### src/rtl/hcf_pkg.sv
// ----------------------------------------------------------------------------
// Hertz contact force package
// Shared types, codes and constants of the contact force unit.
// ----------------------------------------------------------------------------
package hcf_pkg;

	localparam int APB_AW = 5;
	localparam int APB_DW = 64;

	localparam logic [1:0] REG_DIMENSION = 2'd0;
	localparam logic [1:0] REG_AXISYM    = 2'd1;
	localparam logic [1:0] REG_MODULUS   = 2'd2;
	localparam logic [1:0] REG_SCREEN    = 2'd3;

	localparam logic [1:0]  RST_DIMENSION = 2'd3;
	localparam logic        RST_AXISYM    = 1'b0;
	localparam logic [47:0] RST_MODULUS   = 48'd65536;
	localparam logic [30:0] RST_SCREEN    = 31'd65536;

	localparam int ALU_XW = 128;
	localparam int ALU_BW = 64;

	typedef struct packed {
		logic signed [31:0] offset_x;
		logic signed [31:0] offset_y;
		logic signed [31:0] offset_z;
		logic [31:0]        vol_a;
		logic [31:0]        vol_b;
		logic [30:0]        radial_a;
		logic [30:0]        radial_b;
		logic               first_of_step;
	} hcf_pair_t;

	typedef struct packed {
		logic               in_contact;
		logic signed [63:0] force_x;
		logic signed [63:0] force_y;
		logic signed [63:0] force_z;
		logic signed [63:0] sum_x;
		logic signed [63:0] sum_y;
		logic signed [63:0] sum_z;
	} hcf_result_t;

	typedef struct packed {
		logic [1:0]  dimension_mode;
		logic        axisymmetric_mode;
		logic [47:0] contact_modulus;
		logic [30:0] screen_distance;
	} hcf_cfg_t;

	typedef enum logic [2:0] {
		ALU_MUL,
		ALU_MAC,
		ALU_DIV,
		ALU_SQRT,
		ALU_CBRT
	} hcf_alu_op_t;

	typedef struct packed {
		logic        start;
		hcf_alu_op_t op;
	} hcf_alu_ctrl_t;

	typedef enum logic [3:0] {
		ST_IDLE,
		ST_RAD_DIV,
		ST_RAD_ROOT,
		ST_SQ,
		ST_DIST,
		ST_PROD,
		ST_RRED,
		ST_RP,
		ST_SROOT,
		ST_SP,
		ST_EM,
		ST_DIV3,
		ST_UNIT,
		ST_FORCE,
		ST_DONE
	} hcf_state_t;

endpackage

### src/rtl/hcf_if.sv
// ----------------------------------------------------------------------------
// Hertz contact force channels
// Valid/ready channels for candidate pairs and force results.
// ----------------------------------------------------------------------------
interface hcf_pair_if;
	logic              valid;
	logic              ready;
	hcf_pkg::hcf_pair_t data;
	modport source (output valid, output data, input ready);
	modport sink (input valid, input data, output ready);
endinterface

interface hcf_result_if;
	logic                valid;
	logic                ready;
	hcf_pkg::hcf_result_t data;
	modport source (output valid, output data, input ready);
	modport sink (input valid, input data, output ready);
endinterface

### src/rtl/hcf_regs.sv
// ----------------------------------------------------------------------------
// Hertz contact force registers
// APB-style configuration registers, one 64-bit slot per register.
// ----------------------------------------------------------------------------
module hcf_regs (
	input  logic                         clk,
	input  logic                         arst_n,
	input  logic                         psel,
	input  logic                         penable,
	input  logic                         pwrite,
	input  logic [hcf_pkg::APB_AW-1:0]   paddr,
	input  logic [hcf_pkg::APB_DW-1:0]   pwdata,
	output logic [hcf_pkg::APB_DW-1:0]   prdata,
	output logic                         pready,
	output hcf_pkg::hcf_cfg_t            cfg
);
	hcf_pkg::hcf_cfg_t cfg_q;
	logic [1:0]        sel;
	logic              wr;

	assign sel    = paddr[4:3];
	assign wr     = psel && penable && pwrite;
	assign pready = 1'b1;
	assign cfg    = cfg_q;

	always_ff @(posedge clk or negedge arst_n) begin
		if (!arst_n) begin
			cfg_q.dimension_mode    <= hcf_pkg::RST_DIMENSION;
			cfg_q.axisymmetric_mode <= hcf_pkg::RST_AXISYM;
			cfg_q.contact_modulus   <= hcf_pkg::RST_MODULUS;
			cfg_q.screen_distance   <= hcf_pkg::RST_SCREEN;
		end else if (wr) begin
			case (sel)
				hcf_pkg::REG_DIMENSION: cfg_q.dimension_mode    <= pwdata[1:0];
				hcf_pkg::REG_AXISYM:    cfg_q.axisymmetric_mode <= pwdata[0];
				hcf_pkg::REG_MODULUS:   cfg_q.contact_modulus   <= pwdata[47:0];
				hcf_pkg::REG_SCREEN:    cfg_q.screen_distance   <= pwdata[30:0];
				default: ;
			endcase
		end
	end

	always_comb begin
		case (sel)
			hcf_pkg::REG_DIMENSION: prdata = {62'd0, cfg_q.dimension_mode};
			hcf_pkg::REG_AXISYM:    prdata = {63'd0, cfg_q.axisymmetric_mode};
			hcf_pkg::REG_MODULUS:   prdata = {16'd0, cfg_q.contact_modulus};
			hcf_pkg::REG_SCREEN:    prdata = {33'd0, cfg_q.screen_distance};
			default:                prdata = '0;
		endcase
	end
endmodule

### src/rtl/hcf_alu.sv
// ----------------------------------------------------------------------------
// Hertz contact force shared arithmetic unit
// Bit-serial multiply, divide, square root and cube root, one step a cycle.
// ----------------------------------------------------------------------------
module hcf_alu #(
	parameter int FRAC_BITS = 16
) (
	input  logic                       clk,
	input  logic                       arst_n,
	input  hcf_pkg::hcf_alu_ctrl_t     ctrl,
	input  logic [hcf_pkg::ALU_XW-1:0] opa,
	input  logic [hcf_pkg::ALU_BW-1:0] opb,
	output logic                       done,
	output logic [hcf_pkg::ALU_XW-1:0] res
);
	localparam int XW   = hcf_pkg::ALU_XW;
	localparam int DW   = 72;
	localparam int SQ_W = (2 * FRAC_BITS + 32 > 64) ? 2 * FRAC_BITS + 32 : 64;
	localparam int CB_W = 3 * ((2 * FRAC_BITS + 34) / 3);
	localparam logic [6:0] MUL_STEPS = 7'd64;
	localparam logic [6:0] DIV_STEPS = 7'(DW);
	localparam logic [6:0] SQ_STEPS  = 7'(SQ_W / 2);
	localparam logic [6:0] CB_STEPS  = 7'(CB_W / 3);

	hcf_pkg::hcf_alu_op_t op_q;
	logic                 busy_q, done_q;
	logic [6:0]           cnt_q, steps;
	logic [XW-1:0]        x_q, acc_q;
	logic [63:0]          y_q, a3_q;
	logic [31:0]          c3_q;
	logic [DW-1:0]        rem_q, cand, trial, diff;
	logic [33:0]          d_q;
	logic                 ge;

	always_comb begin
		case (ctrl.op)
			hcf_pkg::ALU_DIV:  steps = DIV_STEPS;
			hcf_pkg::ALU_SQRT: steps = SQ_STEPS;
			hcf_pkg::ALU_CBRT: steps = CB_STEPS;
			default:           steps = MUL_STEPS;
		endcase
	end

	always_comb begin
		case (op_q)
			hcf_pkg::ALU_DIV: begin
				cand  = {rem_q[DW-2:0], x_q[XW-1]};
				trial = {38'd0, d_q};
			end
			hcf_pkg::ALU_SQRT: begin
				cand  = {rem_q[DW-3:0], x_q[XW-1:XW-2]};
				trial = {6'd0, y_q, 2'b01};
			end
			hcf_pkg::ALU_CBRT: begin
				cand  = {rem_q[DW-4:0], x_q[XW-1:XW-3]};
				trial = {6'd0, a3_q, 2'b00} + {39'd0, c3_q, 1'b0} + 72'd1;
			end
			default: begin
				cand  = '0;
				trial = '0;
			end
		endcase
		ge   = cand >= trial;
		diff = cand - trial;
	end

	always_comb begin
		case (op_q)
			hcf_pkg::ALU_DIV:  res = {56'd0, x_q[DW-1:0]};
			hcf_pkg::ALU_SQRT: res = {64'd0, y_q};
			hcf_pkg::ALU_CBRT: res = {64'd0, y_q};
			default:           res = acc_q;
		endcase
	end

	assign done = done_q;

	always_ff @(posedge clk or negedge arst_n) begin
		if (!arst_n) begin
			busy_q <= 1'b0;
			done_q <= 1'b0;
			cnt_q  <= '0;
		end else begin
			done_q <= busy_q && (cnt_q == 7'd1);
			if (ctrl.start) begin
				busy_q <= 1'b1;
				cnt_q  <= steps;
			end else if (busy_q) begin
				cnt_q <= cnt_q - 7'd1;
				if (cnt_q == 7'd1) begin
					busy_q <= 1'b0;
				end
			end
		end
	end

	always_ff @(posedge clk) begin
		if (ctrl.start) begin
			op_q <= ctrl.op;
			case (ctrl.op)
				hcf_pkg::ALU_MUL: begin
					acc_q <= '0;
					x_q   <= opa;
					y_q   <= opb;
				end
				hcf_pkg::ALU_MAC: begin
					x_q <= opa;
					y_q <= opb;
				end
				hcf_pkg::ALU_DIV: begin
					x_q   <= opa << (XW - DW);
					d_q   <= opb[33:0];
					rem_q <= '0;
				end
				hcf_pkg::ALU_SQRT: begin
					x_q   <= opa << (XW - SQ_W);
					y_q   <= '0;
					rem_q <= '0;
				end
				hcf_pkg::ALU_CBRT: begin
					x_q   <= opa << (XW - CB_W);
					y_q   <= '0;
					rem_q <= '0;
					a3_q  <= '0;
					c3_q  <= '0;
				end
				default: ;
			endcase
		end else if (busy_q) begin
			case (op_q)
				hcf_pkg::ALU_MUL, hcf_pkg::ALU_MAC: begin
					if (y_q[0]) begin
						acc_q <= acc_q + x_q;
					end
					x_q <= x_q << 1;
					y_q <= y_q >> 1;
				end
				hcf_pkg::ALU_DIV: begin
					rem_q <= ge ? diff : cand;
					x_q   <= {x_q[XW-2:0], ge};
				end
				hcf_pkg::ALU_SQRT: begin
					rem_q <= ge ? diff : cand;
					y_q   <= {y_q[62:0], ge};
					x_q   <= x_q << 2;
				end
				hcf_pkg::ALU_CBRT: begin
					rem_q <= ge ? diff : cand;
					y_q   <= {y_q[62:0], ge};
					x_q   <= x_q << 3;
					if (ge) begin
						a3_q <= (a3_q << 2) + {30'd0, c3_q, 2'b00} + 64'd3;
						c3_q <= {c3_q[30:0], 1'b0} + 32'd3;
					end else begin
						a3_q <= a3_q << 2;
						c3_q <= {c3_q[30:0], 1'b0};
					end
				end
				default: ;
			endcase
		end
	end
endmodule

### src/rtl/hertz_contact_force_unit.sv
// Pairs are handled one at a time; the next pair is taken only after the result is registered.
// All arithmetic runs on the shared bit-serial unit: one bit of a product, quotient or
// root per cycle, for every multiply, divide and root of the force chain.
// Reset: arst_n clears the sequencer and the running totals and returns the configuration to its defaults.
// ----------------------------------------------------------------------------
// Hertz contact force unit
// Screens one particle pair and computes its Hertz force and running total.
// ----------------------------------------------------------------------------
module hertz_contact_force_unit #(
	parameter int FRAC_BITS = 16
) (
	input  logic                       clk,
	input  logic                       arst_n,
	hcf_pair_if.sink                   pair,
	hcf_result_if.source               result,
	input  logic                       psel,
	input  logic                       penable,
	input  logic                       pwrite,
	input  logic [hcf_pkg::APB_AW-1:0] paddr,
	input  logic [hcf_pkg::APB_DW-1:0] pwdata,
	output logic [hcf_pkg::APB_DW-1:0] prdata,
	output logic                       pready
);
	localparam int EM_SH = 34 - 2 * FRAC_BITS;
	localparam int SH_L  = (EM_SH > 0) ? EM_SH : 0;
	localparam int SH_R  = (EM_SH < 0) ? -EM_SH : 0;
	localparam logic [127:0] M_LIMIT = 128'd3 << 63;
	localparam logic [62:0]  MAX63   = '1;
	localparam logic [63:0]  THIRD_RECIP = 64'hAAAA_AAAA_AAAA_AAAB;
	localparam logic signed [63:0] S64_MAX = 64'sh7FFF_FFFF_FFFF_FFFF;
	localparam logic signed [63:0] S64_MIN = 64'sh8000_0000_0000_0000;

	hcf_pkg::hcf_cfg_t     cfg;
	hcf_pkg::hcf_state_t   state_q, state_d;
	hcf_pkg::hcf_alu_ctrl_t alu_ctrl;
	hcf_pkg::hcf_result_t  out_q;
	logic [127:0]          opa, alu_res, tmp_q, q_big, m1_wide;
	logic [63:0]           opb;
	logic                  alu_done, launch_q, k_q, out_valid_q, contact_q;
	logic [1:0]            idx_q;
	logic [31:0]           mag_q [3];
	logic                  neg_q [3];
	logic [31:0]           vol_q [2];
	logic [30:0]           rad_q [2];
	logic [31:0]           radius_q [2];
	logic [31:0]           r_q, vol_sel, mag_sel;
	logic [62:0]           m_q, fm;
	logic signed [63:0]    f_q [3];
	logic signed [63:0]    tot_q [3];
	logic signed [63:0]    tot_n [3];
	logic [32:0]           rp, p;
	logic                  two_d, axis2d, box_ok, last_axis, can_out, accept;

	function automatic logic signed [63:0] sat_add(input logic signed [63:0] a,
			input logic signed [63:0] b);
		logic signed [63:0] s;
		s = a + b;
		if (a[63] == b[63] && s[63] != a[63]) begin
			sat_add = a[63] ? S64_MIN : S64_MAX;
		end else begin
			sat_add = s;
		end
	endfunction

	function automatic logic [31:0] abs32(input logic signed [31:0] d);
		abs32 = d[31] ? (32'(~d) + 32'd1) : 32'(d);
	endfunction

	hcf_regs u_regs (
		.clk     (clk),
		.arst_n  (arst_n),
		.psel    (psel),
		.penable (penable),
		.pwrite  (pwrite),
		.paddr   (paddr),
		.pwdata  (pwdata),
		.prdata  (prdata),
		.pready  (pready),
		.cfg     (cfg)
	);

	hcf_alu #(.FRAC_BITS(FRAC_BITS)) u_alu (
		.clk    (clk),
		.arst_n (arst_n),
		.ctrl   (alu_ctrl),
		.opa    (opa),
		.opb    (opb),
		.done   (alu_done),
		.res    (alu_res)
	);

	assign two_d     = cfg.dimension_mode == 2'd2;
	assign axis2d    = two_d && cfg.axisymmetric_mode;
	assign rp        = {1'b0, radius_q[0]} + {1'b0, radius_q[1]};
	assign p         = rp - {1'b0, r_q};
	assign vol_sel   = k_q ? vol_q[1] : vol_q[0];
	assign mag_sel   = mag_q[idx_q];
	assign last_axis = two_d ? (idx_q == 2'd1) : (idx_q == 2'd2);
	assign q_big     = (alu_res << SH_L) >> SH_R;
	assign m1_wide   = alu_res >> FRAC_BITS;
	assign fm        = (|alu_res[127:95]) ? MAX63 : alu_res[94:32];
	assign can_out   = !out_valid_q || result.ready;
	assign accept    = pair.valid && pair.ready;

	always_comb begin
		box_ok = 1'b1;
		for (int i = 0; i < 3; i++) begin
			if (mag_q[i] > {1'b0, cfg.screen_distance} || {1'b0, mag_q[i]} > rp) begin
				box_ok = 1'b0;
			end
		end
	end

	always_comb begin
		for (int i = 0; i < 3; i++) begin
			tot_n[i] = contact_q ? sat_add(tot_q[i], f_q[i]) : tot_q[i];
		end
	end

	assign pair.ready   = state_q == hcf_pkg::ST_IDLE;
	assign result.valid = out_valid_q;
	assign result.data  = out_q;

	always_ff @(posedge clk or negedge arst_n) begin
		if (!arst_n) begin
			state_q <= hcf_pkg::ST_IDLE;
		end else begin
			state_q <= state_d;
		end
	end

	always_comb begin
		state_d        = state_q;
		alu_ctrl.start = 1'b0;
		alu_ctrl.op    = hcf_pkg::ALU_MUL;
		opa            = '0;
		opb            = '0;
		case (state_q)
			hcf_pkg::ST_IDLE: begin
				if (pair.valid) begin
					state_d = axis2d ? hcf_pkg::ST_RAD_DIV : hcf_pkg::ST_RAD_ROOT;
				end
			end
			hcf_pkg::ST_RAD_DIV: begin
				alu_ctrl.op = hcf_pkg::ALU_DIV;
				opa = {96'd0, vol_sel} << FRAC_BITS;
				opb = {33'd0, k_q ? rad_q[1] : rad_q[0]};
				if (alu_done) begin
					state_d = hcf_pkg::ST_RAD_ROOT;
				end
			end
			hcf_pkg::ST_RAD_ROOT: begin
				if (axis2d) begin
					alu_ctrl.op = hcf_pkg::ALU_SQRT;
					opa = tmp_q << FRAC_BITS;
				end else if (two_d) begin
					alu_ctrl.op = hcf_pkg::ALU_SQRT;
					opa = {96'd0, vol_sel} << FRAC_BITS;
				end else begin
					alu_ctrl.op = hcf_pkg::ALU_CBRT;
					opa = {96'd0, vol_sel} << (2 * FRAC_BITS);
				end
				if (alu_done) begin
					state_d = k_q ? hcf_pkg::ST_SQ :
						(axis2d ? hcf_pkg::ST_RAD_DIV : hcf_pkg::ST_RAD_ROOT);
				end
			end
			hcf_pkg::ST_SQ: begin
				alu_ctrl.op = (idx_q == 2'd0) ? hcf_pkg::ALU_MUL : hcf_pkg::ALU_MAC;
				opa = {96'd0, mag_sel};
				opb = {32'd0, mag_sel};
				if (alu_done && idx_q == 2'd2) begin
					state_d = hcf_pkg::ST_DIST;
				end
			end
			hcf_pkg::ST_DIST: begin
				alu_ctrl.op = hcf_pkg::ALU_SQRT;
				opa = tmp_q;
				if (alu_done) begin
					state_d = (box_ok && {1'b0, alu_res[31:0]} < rp && alu_res[31:0] != 32'd0) ?
						hcf_pkg::ST_PROD : hcf_pkg::ST_DONE;
				end
			end
			hcf_pkg::ST_PROD: begin
				opa = {96'd0, radius_q[0]};
				opb = {32'd0, radius_q[1]};
				if (alu_done) begin
					state_d = hcf_pkg::ST_RRED;
				end
			end
			hcf_pkg::ST_RRED: begin
				alu_ctrl.op = hcf_pkg::ALU_DIV;
				opa = tmp_q;
				opb = {31'd0, rp};
				if (alu_done) begin
					state_d = hcf_pkg::ST_RP;
				end
			end
			hcf_pkg::ST_RP: begin
				opa = tmp_q;
				opb = {31'd0, p};
				if (alu_done) begin
					state_d = hcf_pkg::ST_SROOT;
				end
			end
			hcf_pkg::ST_SROOT: begin
				alu_ctrl.op = hcf_pkg::ALU_SQRT;
				opa = tmp_q;
				if (alu_done) begin
					state_d = hcf_pkg::ST_SP;
				end
			end
			hcf_pkg::ST_SP: begin
				opa = tmp_q;
				opb = {31'd0, p};
				if (alu_done) begin
					state_d = hcf_pkg::ST_EM;
				end
			end
			hcf_pkg::ST_EM: begin
				opa = {80'd0, cfg.contact_modulus};
				opb = tmp_q[63:0];
				if (alu_done) begin
					state_d = (q_big >= M_LIMIT) ? hcf_pkg::ST_UNIT : hcf_pkg::ST_DIV3;
				end
			end
			hcf_pkg::ST_DIV3: begin
				opa = tmp_q;
				opb = THIRD_RECIP;
				if (alu_done) begin
					state_d = hcf_pkg::ST_UNIT;
				end
			end
			hcf_pkg::ST_UNIT: begin
				alu_ctrl.op = hcf_pkg::ALU_DIV;
				opa = {96'd0, mag_sel} << 32;
				opb = {32'd0, r_q};
				if (alu_done) begin
					state_d = hcf_pkg::ST_FORCE;
				end
			end
			hcf_pkg::ST_FORCE: begin
				opa = {65'd0, m_q};
				opb = tmp_q[63:0];
				if (alu_done) begin
					state_d = last_axis ? hcf_pkg::ST_DONE : hcf_pkg::ST_UNIT;
				end
			end
			hcf_pkg::ST_DONE: begin
				if (can_out) begin
					state_d = hcf_pkg::ST_IDLE;
				end
			end
			default: state_d = hcf_pkg::ST_IDLE;
		endcase
		if (state_q != hcf_pkg::ST_IDLE && state_q != hcf_pkg::ST_DONE && !launch_q) begin
			alu_ctrl.start = 1'b1;
		end
	end

	always_ff @(posedge clk or negedge arst_n) begin
		if (!arst_n) begin
			launch_q    <= 1'b0;
			k_q         <= 1'b0;
			idx_q       <= 2'd0;
			out_valid_q <= 1'b0;
			for (int i = 0; i < 3; i++) begin
				tot_q[i] <= '0;
			end
		end else begin
			if (alu_ctrl.start) begin
				launch_q <= 1'b1;
			end else if (alu_done) begin
				launch_q <= 1'b0;
			end
			if (result.valid && result.ready) begin
				out_valid_q <= 1'b0;
			end
			case (state_q)
				hcf_pkg::ST_IDLE: begin
					if (accept) begin
						k_q <= 1'b0;
						if (pair.data.first_of_step) begin
							for (int i = 0; i < 3; i++) begin
								tot_q[i] <= '0;
							end
						end
					end
				end
				hcf_pkg::ST_RAD_ROOT: begin
					if (alu_done) begin
						k_q <= 1'b1;
					end
				end
				hcf_pkg::ST_SQ: begin
					if (alu_done) begin
						idx_q <= (idx_q == 2'd2) ? 2'd0 : idx_q + 2'd1;
					end
				end
				hcf_pkg::ST_FORCE: begin
					if (alu_done) begin
						idx_q <= last_axis ? 2'd0 : idx_q + 2'd1;
					end
				end
				hcf_pkg::ST_DONE: begin
					if (can_out) begin
						out_valid_q <= 1'b1;
						for (int i = 0; i < 3; i++) begin
							tot_q[i] <= tot_n[i];
						end
					end
				end
				default: ;
			endcase
		end
	end

	always_ff @(posedge clk) begin
		case (state_q)
			hcf_pkg::ST_IDLE: begin
				if (accept) begin
					mag_q[0]  <= abs32(pair.data.offset_x);
					mag_q[1]  <= abs32(pair.data.offset_y);
					mag_q[2]  <= two_d ? 32'd0 : abs32(pair.data.offset_z);
					neg_q[0]  <= pair.data.offset_x[31];
					neg_q[1]  <= pair.data.offset_y[31];
					neg_q[2]  <= pair.data.offset_z[31] && !two_d;
					vol_q[0]  <= pair.data.vol_a;
					vol_q[1]  <= pair.data.vol_b;
					rad_q[0]  <= (pair.data.radial_a == 31'd0) ? 31'd1 : pair.data.radial_a;
					rad_q[1]  <= (pair.data.radial_b == 31'd0) ? 31'd1 : pair.data.radial_b;
					contact_q <= 1'b0;
					for (int i = 0; i < 3; i++) begin
						f_q[i] <= '0;
					end
				end
			end
			hcf_pkg::ST_RAD_ROOT: begin
				if (alu_done) begin
					radius_q[k_q] <= (|alu_res[63:33]) ? 32'hFFFF_FFFF : alu_res[32:1];
				end
			end
			hcf_pkg::ST_DIST: begin
				if (alu_done) begin
					r_q <= alu_res[31:0];
				end
			end
			hcf_pkg::ST_SP: begin
				if (alu_done) begin
					tmp_q <= {64'd0, m1_wide[63:0]};
				end
			end
			hcf_pkg::ST_EM: begin
				if (alu_done) begin
					tmp_q <= q_big;
					m_q   <= MAX63;
				end
			end
			hcf_pkg::ST_DIV3: begin
				if (alu_done) begin
					m_q <= alu_res[127:65];
				end
			end
			hcf_pkg::ST_FORCE: begin
				if (alu_done) begin
					f_q[idx_q] <= neg_q[idx_q] ? -$signed({1'b0, fm}) : $signed({1'b0, fm});
					if (fm != 63'd0) begin
						contact_q <= 1'b1;
					end
				end
			end
			hcf_pkg::ST_DONE: begin
				if (can_out) begin
					out_q.in_contact <= contact_q;
					out_q.force_x    <= f_q[0];
					out_q.force_y    <= f_q[1];
					out_q.force_z    <= f_q[2];
					out_q.sum_x      <= tot_n[0];
					out_q.sum_y      <= tot_n[1];
					out_q.sum_z      <= tot_n[2];
				end
			end
			default: begin
				if (alu_done) begin
					tmp_q <= alu_res;
				end
			end
		endcase
	end

`ifndef NO_ASSERTIONS
	a_no_force_without_contact: assert property (@(posedge clk) disable iff (!arst_n)
		result.valid && !result.data.in_contact |->
			result.data.force_x == 64'sd0 && result.data.force_y == 64'sd0 &&
			result.data.force_z == 64'sd0)
		else $error("force reported on a pair without contact");
	a_idle_unit_quiet: assert property (@(posedge clk) disable iff (!arst_n)
		pair.ready |-> !launch_q && !alu_ctrl.start)
		else $error("shared unit busy while waiting for a pair");
	a_result_from_done: assert property (@(posedge clk) disable iff (!arst_n)
		$rose(result.valid) |-> $past(state_q == hcf_pkg::ST_DONE))
		else $error("result raised outside the final step");
`endif
endmodule

### src/flat_wrapper.sv
// flat-port wrapper written by rule: the top's interface ports become plain ports
module hertz_contact_force_unit_flat 
#(
	parameter int FRAC_BITS = 16
)
  (clk, arst_n, psel, penable, pwrite, paddr, pwdata, prdata, pready, pair_valid, pair_data, pair_ready, result_valid, result_data, result_ready);
  hcf_pair_if pair_i ();
  hcf_result_if result_i ();
  input  logic clk;
  input  logic arst_n;
  input  logic psel;
  input  logic penable;
  input  logic pwrite;
  input  logic [hcf_pkg::APB_AW-1:0] paddr;
  input  logic [hcf_pkg::APB_DW-1:0] pwdata;
  output logic [hcf_pkg::APB_DW-1:0] prdata;
  output logic pready;
  input wire logic [$bits(pair_i.valid)-1:0] pair_valid;
  input wire logic [$bits(pair_i.data)-1:0] pair_data;
  output wire logic [$bits(pair_i.ready)-1:0] pair_ready;
  output wire logic [$bits(result_i.valid)-1:0] result_valid;
  output wire logic [$bits(result_i.data)-1:0] result_data;
  input wire logic [$bits(result_i.ready)-1:0] result_ready;
  assign pair_i.valid = pair_valid;
  assign pair_i.data = pair_data;
  assign pair_ready = pair_i.ready;
  assign result_valid = result_i.valid;
  assign result_data = result_i.data;
  assign result_i.ready = result_ready;
  hertz_contact_force_unit #(.FRAC_BITS(FRAC_BITS)) u_core (.clk(clk), .arst_n(arst_n), .pair(pair_i), .result(result_i), .psel(psel), .penable(penable), .pwrite(pwrite), .paddr(paddr), .pwdata(pwdata), .prdata(prdata), .pready(pready));
endmodule
### config.mk
export PLATFORM = sky130hd
export DESIGN_NAME = hertz_contact_force_unit_flat
export DESIGN_NICKNAME = d
export VERILOG_FILES = /design/src/rtl/hcf_pkg.sv /design/src/rtl/hcf_if.sv /design/src/rtl/hcf_regs.sv /design/src/rtl/hcf_alu.sv /design/src/rtl/hertz_contact_force_unit.sv /design/src/flat_wrapper.sv
export SDC_FILE = /design/constraint.sdc
export NUM_CORES = 2
export LEC_CHECK = 0
export CAP_MARGIN = 15
export CORE_AREA = 2 2 716 718
export DETAILED_ROUTE_END_ITERATION = 8
export DIE_AREA = 0 0 718 720
export DONT_BUFFER_PORTS = 1
export SLEW_MARGIN = 10
export SYNTH_ARGS = -nofsm -noshare
export SYNTH_HDL_FRONTEND = slang
export SYNTH_SLANG_ARGS = --single-unit
### constraint.sdc
create_clock -name clk -period 14 [get_ports clk]
set_clock_uncertainty 0.2 [all_clocks]
set_input_delay 2.8 -clock clk [delete_from_list [all_inputs] [get_ports clk]]
set_output_delay 2.8 -clock clk [all_outputs]
set_load 0.02 [all_outputs]
=== Word-level counts from Yosys, hierarchy flattened ===
Memory sizes are Yosys's and may differ from the RTL's.
Cells that the tools add are included.

* Memories: 6
* Register bits after elaboration: 1425
* Bits of input ports: 299
* Memory bits (writable): 481
* Output and inout port bits: 452

{| class="wikitable"
|+ Memory list
! name !! depth !! width !! rd ports !! clocked after Yosys merged registers in !! write ports !! RTL line !! RTL
|-
| u_core.f_q || 3 || 64 || 3 || 0 || 3 || hertz_contact_force_unit.sv:48 || <nowiki>logic signed [63:0] f_q [3];</nowiki>
|-
| u_core.mag_q || 3 || 32 || 4 || 0 || 3 || hertz_contact_force_unit.sv:41 || <nowiki>logic [31:0] mag_q [3];</nowiki>
|-
| u_core.radius_q || 2 || 32 || 2 || 0 || 1 || hertz_contact_force_unit.sv:45 || <nowiki>logic [31:0] radius_q [2];</nowiki>
|-
| u_core.vol_q || 2 || 32 || 2 || 0 || 2 || hertz_contact_force_unit.sv:43 || <nowiki>logic [31:0] vol_q [2];</nowiki>
|-
| u_core.rad_q || 2 || 31 || 2 || 0 || 2 || hertz_contact_force_unit.sv:44 || <nowiki>logic [30:0] rad_q [2];</nowiki>
|-
| u_core.neg_q || 3 || 1 || 1 || 0 || 3 || hertz_contact_force_unit.sv:42 || <nowiki>logic neg_q [3];</nowiki>
|}

* Order comparisons: 9
* Equality and inequality tests: 60
* Bitwise gates (word level): 4
* $add $sub $neg: 18
* Reductions and logical operators: 79
* Mux-type cells: 130

{| class="wikitable"
|+ Operators with widths
! cell !! count
|-
| $mux W128 || 11
|-
| $mux W64 || 19
|-
| $pmux W128 S4 || 2
|-
| $pmux W128 S8 || 1
|-
| $mux W192 || 3
|-
| $pmux W64 S8 || 1
|-
| $pmux W72 S3 || 2
|-
| $pmux W128 S3 || 1
|-
| $pmux W192 S2 || 1
|-
| $mux W71 || 5
|-
| $mux W32 || 11
|-
| $pmux W128 S2 || 1
|-
| $pmux W64 S2 || 2
|-
| $pmux W64 S4 || 1
|-
| $add A64 B64 Y64 || 3
|-
| $mux W63 || 3
|-
| $add A128 B128 Y128 || 1
|-
| $ge A128 B65 Y1 const B || 1
|-
| $pmux W63 S2 || 1
|-
| $gt A32 B33 Y1 || 3
|-
| $add A32 B1 Y32 const B || 3
|-
| $gt A32 B31 Y1 || 3
|-
| $not A32 Y32 || 3
|-
| $mux W31 || 3
|-
| other kinds (64) || 215
|}

=== Longest topological paths before layout ===
An unclocked memory read counts as a cell.

* Depth in word-level cells: 12
* Depth in mapped cells: 29
* Depth with buffers taken out: 27

=== Cells and area by module ===
Synthesis repeated with hierarchy kept, for this count alone.

* Cells, all modules: 12815
* Area, all modules: 125197.6 um^2

{| class="wikitable"
|+ Modules (own cells, without submodules)
! module !! seq. area each (um^2) !! cells an instance !! times used !! area an instance (um^2)
|-
| hertz_contact_force_unit || 37761.2 || 7099 || 1 || 75175.8
|-
| hcf_alu || 15930.3 || 5432 || 1 || 46031.6
|-
| hcf_regs || 2057.0 || 284 || 1 || 3990.1
|}

=== Least setup slack after synthesis ===
Ideal clock, no wire load.

* Path type: input -> register
* Start: input port result_ready
* End: register u_core.out_q (netlist bit u_core.result.data[0]), enable pin
* Setup time: 0.897 ns
* Path slack: -1.317 ns
* Buffers on the path: 3
* Arrival: 14.220 ns
* Cell stages on the path: 6
* Path through: nand2b_1 nand4_1 inv_1 clkbuf_1 clkbuf_1 buf_1

* Longest elaborated chain between the ends: 2

{| class="wikitable"
|+ RTL lines
! element !! RTL line !! RTL
|-
| start: declaration || flat_wrapper.sv:23 || <nowiki>input wire logic [$bits(result_i.ready)-1:0] result_ready;</nowiki>
|-
| $logic_or A1 B1 Y1 || hertz_contact_force_unit.sv:102 || <nowiki>assign can_out = !out_valid_q || result.ready;</nowiki>
|-
| $reduce_and A2 Y1 (no source line) || - ||
|-
| end: declaration || hertz_contact_force_unit.sv:36 || <nowiki>hcf_pkg::hcf_result_t out_q;</nowiki>
|}

No other way between the ends.
A chain may end at the register's enable or synchronous reset.

=== Worst setup path in the final report ===
* Start: register u_core.u_alu.a3_q[0]
* End: register u_core.u_alu.a3_q[51] (data pin)

* Longest elaborated chain between the ends: 8
* Elaborated cells on any way between the ends: 10

{| class="wikitable"
|+ RTL lines
! element !! RTL line !! RTL
|-
| start: declaration || hcf_alu.sv:29 || <nowiki>logic [63:0] y_q, a3_q;</nowiki>
|-
| start signal: assignment || hcf_alu.sv:152 || <nowiki>a3_q <= (a3_q << 2) + {30'd0, c3_q, 2'b00} + 64'd3;</nowiki>
|-
| start signal: assignment || hcf_alu.sv:155 || <nowiki>a3_q <= a3_q << 2;</nowiki>
|-
| $add A66 B33 Y67 || hcf_alu.sv:56 || <nowiki>trial = {6'd0, a3_q, 2'b00} + {39'd0, c3_q, 1'b0} + 72'd1;</nowiki>
|-
| $add A72 B1 Y72 || hcf_alu.sv:56 ||
|-
| $pmux W72 S3 || hcf_alu.sv:45 || <nowiki>case (op_q)</nowiki>
|-
| $ge A72 B72 Y1 || hcf_alu.sv:63 || <nowiki>ge = cand >= trial;</nowiki>
|-
| $mux W64 * || hcf_alu.sv:151 || <nowiki>if (ge) begin</nowiki>
|-
| $mux W64 * || hcf_alu.sv:130 || <nowiki>case (op_q)</nowiki>
|-
| $mux W64 * || hcf_alu.sv:129 || <nowiki>end else if (busy_q) begin</nowiki>
|-
| $mux W64 * || hcf_alu.sv:98 || <nowiki>if (ctrl.start) begin</nowiki>
|}

Every way passes the cells marked *; elsewhere a longest branch is shown, timed or not. The select of a mux whose other input is x is not followed.

==> metrics.md <==
| Metric | Value |
|---|---|
| Status | finished with violations |
| Violations in the final reports | DRC, slew limit |
| Number of instances resized during post-cts repair | 0 |
| Top fanout value on the critical path | 63 |
| Maxcap violations | 0 |
| Portion of synthesized cell area occupied by the leading cell type | 38.2% |
| Final worst-path cycle share | 65.6% |
| Post-synth top flop | sky130_fd_sc_hd__edfxtp_1 |
| Worst endpoint required time | 14440 ps |
| Area growth from synthesis to layout | 11.8% |
| Worst-case setup margin in the final layout | 4820 ps |
| Syn Std Cell Area | 127000 um2 |
| Violation count after the first detailed-route iteration | 16800 |
| Via total after detailed routing | 115000 |
| Worst setup path class | reg -> reg |
| Number of global-route vias before repair | 104000 |
| Antenna violations before repair | 59 |
| Shortest clock period the worst path allows after layout | 9180 ps |
| Worst slew pin tran | 1780 ps |
| Final Routed Wirelength | 601000 um |
| Pwr per Cell Area | 258 nW/um2 |
| Drt pass-1 iters | 9 |
| Max incr delay on CP | 660 ps |
| Most common cell type on the critical path | sky130_fd_sc_hd__a21oi_1 |
| Die span in y | 720 um |
| Proportion of register bits with asynchronous set or reset after synthesis | 15.3% |
| Worst flop-to-flop path endpoint | u_core.u_alu.a3_q[51] |
| Portion of the post-synthesis area used by sequential elements | 43.9% |
| Final count of hold timing violations | 0 |
| Clk buf depth | 4 |
| Setup slack of the most critical reg-to-reg path | 4820 ps |
| CP top delay family | compound AO/OA/AOI/OAI gates |
| Horizontal die dimension | 718 um |
| Average footprint of a synthesized cell | 9.43 um2 |
| Number of enable-type register cells in the synthesized netlist | 1613 |
| Final core utilization | 27.9% |
| Setup crit end | u_core.u_alu.a3_q[51] |
| Effective utilization at floorplan | 25.0% |
| Gr usage total | 22.0% |
| Clock-pin slew on the worst setup and hold paths | 70 ps |
| Clk Tree Root Cell | sky130_fd_sc_hd__clkbuf_16 |
| Leakage power total | 0.0523 uW |
| Number of buffers added by the clock tree synthesis step | 214 |
| Unrepaired setup endpoints after global routing | no |
| Critical R2R Launch | u_core.u_alu.a3_q[0] |
| Number of setup violations in the final report | 0 |
| Critical Path End Type | flop |
| Synth top area cells | sky130_fd_sc_hd__edfxtp_1 (38%), sky130_fd_sc_hd__ha_1 (7.2%), sky130_fd_sc_hd__dfrtp_1 (5.7%), sky130_fd_sc_hd__a21oi_1 (4.4%), sky130_fd_sc_hd__nand2_1 (4.1%) |
| Worst hold-check slack | 283 ps |
| Share of post-route cells with drive strength above 1 | 7.08% |
| Num rows | 262 |
| Highest ir drop seen on vdd | 0.000239 V |
| Maximum number of pins on one net before global-route repair | 293 |
| Clock insertion delay at the later pin of the skew report | 1010 ps |
| Library cells used by synthesis | 103 |
| Clock sink count | 1905 |
| Commonest cells in the netlist | sky130_fd_sc_hd__edfxtp_1 (1613), sky130_fd_sc_hd__nand2_1 (1399), sky130_fd_sc_hd__nor2_1 (1372) |
| Cell with the most instances after synthesis | sky130_fd_sc_hd__edfxtp_1 |
| Estimated wirelength of the detail-placed design | 455000 um |
| Cell area after layout | 142000 um2 |
| Levels on crit path | 27 |
| FMAX | 109 MHz |
| Kind of start point of the critical path | flop |
| Register-to-Register Path Depth | 27 |
| Cell type with the largest total area after synthesis | sky130_fd_sc_hd__edfxtp_1 |
| CTS tree | built |
| Yosys warning total | 0 |
| Detail-routed net length per standard cell | 30.1 um |
| Htree depth | 4 |
| Total count of max-transition violations in the final report | 106 |
| Cells after Synth | 13500 |
| Wire length of the first global-routing pass | 828000 um |
| Placement Cell Area | 134000 um2 |
| Cell with the largest stage delay on the worst path | sky130_fd_sc_hd__buf_4 |
| Number of buffers added to fix hold violations after cts | 0 |
| Worst setup startpoint | u_core.u_alu.a3_q[0] |
| DRC violations left | 58 |
| Core Area | 508000 um2 |
| Via/cell ratio | 5.76 |
| Number of post-CTS setup repair buffers | 0 |
| Data arrival time of the critical path | 9620 ps |
| Routability congestion estimate from global placement | 1.04 |
| Place WS | 4970 ps |
| Setup TNS after final layout | 0 ps |
| Post-detailed-route count of antenna-violating nets | 0 |
| Register bit total from synthesis | 1905 |
| Num ports | 751 |
| Final-stage net count | 14100 |
| Number of input and output port buffers inserted | 0 |
| Die area | 517000 um2 |
| GRT overflow | 0 |
| Worst Hold Launch | u_core.f_q[0][0] |
| Worst min-delay path class | reg -> reg |
| Headroom to the max-slew limit | -18.8% |
| Worst Path Buf+Inv | 1 |
## logic make-up (layout without fill, tap and decap cells)
family,after synthesis,after routing,synth area share [%]
compound gates,4353,4353,22.3
xor+xnor,643,643,4.45
fa+ha+maj,748,748,7.44
buf+inv,1265,1000,3.91
flops,1905,1905,43.9
mux,370,370,3.04
other cells,2,66,0.00592
simple gates,4177,4177,15.0
## cells in the final DEF, fill, tap and decap left out, types with 34 or more instances in the layout
cell,count
sky130_fd_sc_hd__inv_1,327
sky130_fd_sc_hd__or3_1,198
sky130_fd_sc_hd__o21ai_0,996
sky130_fd_sc_hd__clkinv_2,34
sky130_fd_sc_hd__a21o_1,370
sky130_fd_sc_hd__buf_4,259
sky130_fd_sc_hd__o21a_1,105
sky130_fd_sc_hd__a222oi_1,43
sky130_fd_sc_hd__edfxtp_1,1613
sky130_fd_sc_hd__clkbuf_16,215
sky130_fd_sc_hd__o31ai_1,93
sky130_fd_sc_hd__nor2b_1,106
sky130_fd_sc_hd__o221ai_1,268
sky130_fd_sc_hd__mux2_2,109
sky130_fd_sc_hd__a22o_1,161
sky130_fd_sc_hd__a221oi_1,96
sky130_fd_sc_hd__xnor2_1,392
sky130_fd_sc_hd__a211oi_1,112
sky130_fd_sc_hd__and3_1,63
sky130_fd_sc_hd__mux2i_1,256
sky130_fd_sc_hd__nand2_1,1386
sky130_fd_sc_hd__clkbuf_1,39
sky130_fd_sc_hd__nor3_1,159
sky130_fd_sc_hd__ha_1,733
sky130_fd_sc_hd__o22ai_1,139
sky130_fd_sc_hd__nand4_1,211
sky130_fd_sc_hd__a22oi_1,199
sky130_fd_sc_hd__and2_1,57
sky130_fd_sc_hd__nor2_1,1354
sky130_fd_sc_hd__nor4_1,71
sky130_fd_sc_hd__nand2b_1,102
sky130_fd_sc_hd__a31oi_1,119
sky130_fd_sc_hd__xor2_1,244
sky130_fd_sc_hd__o21bai_1,82
sky130_fd_sc_hd__nand3_1,262
sky130_fd_sc_hd__diode_2,49
sky130_fd_sc_hd__o211ai_1,83
sky130_fd_sc_hd__a21oi_1,1122
sky130_fd_sc_hd__dfrtp_1,284
## registers in the layout, summed over array words and instances, names as in the netlist, 32 cells and up
signal              cells
u_core.tmp_q          128
u_core.u_alu.d_q       34
u_core.radius_q        64
u_core.f_q            192
u_core.r_q             32
u_core.u_alu.y_q       64
u_core.u_alu.x_q      128
u_core.result.data    385
u_core.u_regs.cfg      82
u_core.mag_q           96
u_core.u_alu.a3_q      63
u_core.u_alu.rem_q     71
u_core.u_alu.acc_q    128
u_core.u_alu.c3_q      32
u_core.tot_q          192
u_core.vol_q           64
u_core.m_q             63
u_core.rad_q           62
## worst min path at each step
stage | endpoint | slack [ps] | cells after the start
finish | u_core.result.data[320] | 280 | 0
global route | u_core.result.data[320] | 290 | 0
CTS | u_core.result.data[320] | 250 | 0
detailed placement | u_core.launch_q | 270 | 1
global placement | u_core.result.data[320] | 280 | 0
floorplan | u_core.result.data[384] | 220 | 0
## final cells by class
class	instances	area (um2)
multi-input combinational	10300	66900
tap	6732	8420
inverter	334	1280
sequential	1905	55800
antenna	49	123
clock inverter	131	1570
timing repair buffer	269	2130
fill	53500	367000
clock buffer	266	5690
## through the flow
step,cells,power [uW]
2_1_floorplan,13500,22100
3_3_place_gp,19500,29500
3_5_place_dp,19500,29600
4_1_cts,19900,35800
5_1_grt,20000,38100
6_report,20000,36600
## per-layer routing
layer	vias up	track usage (%)	wire length, um	part of all wire [%]
met3	1548	7.62	72000	12
met5	-	0.268	588	0.098
li1	49800	-	-	-
met1	56700	27.7	233000	39
met4	51	13.0	43700	7.3
met2	7065	32.6	252000	42
## report_power, final
| part | internal (uW) | total (uW) | switching [uW] |
|---|---|---|---|
| combinational | 6360 | 20000 | 13600 |
| clock | 3370 | 6080 | 2710 |
| sequential | 8460 | 10600 | 2100 |
No activity file was read; power rests on OpenSTA's default activity.
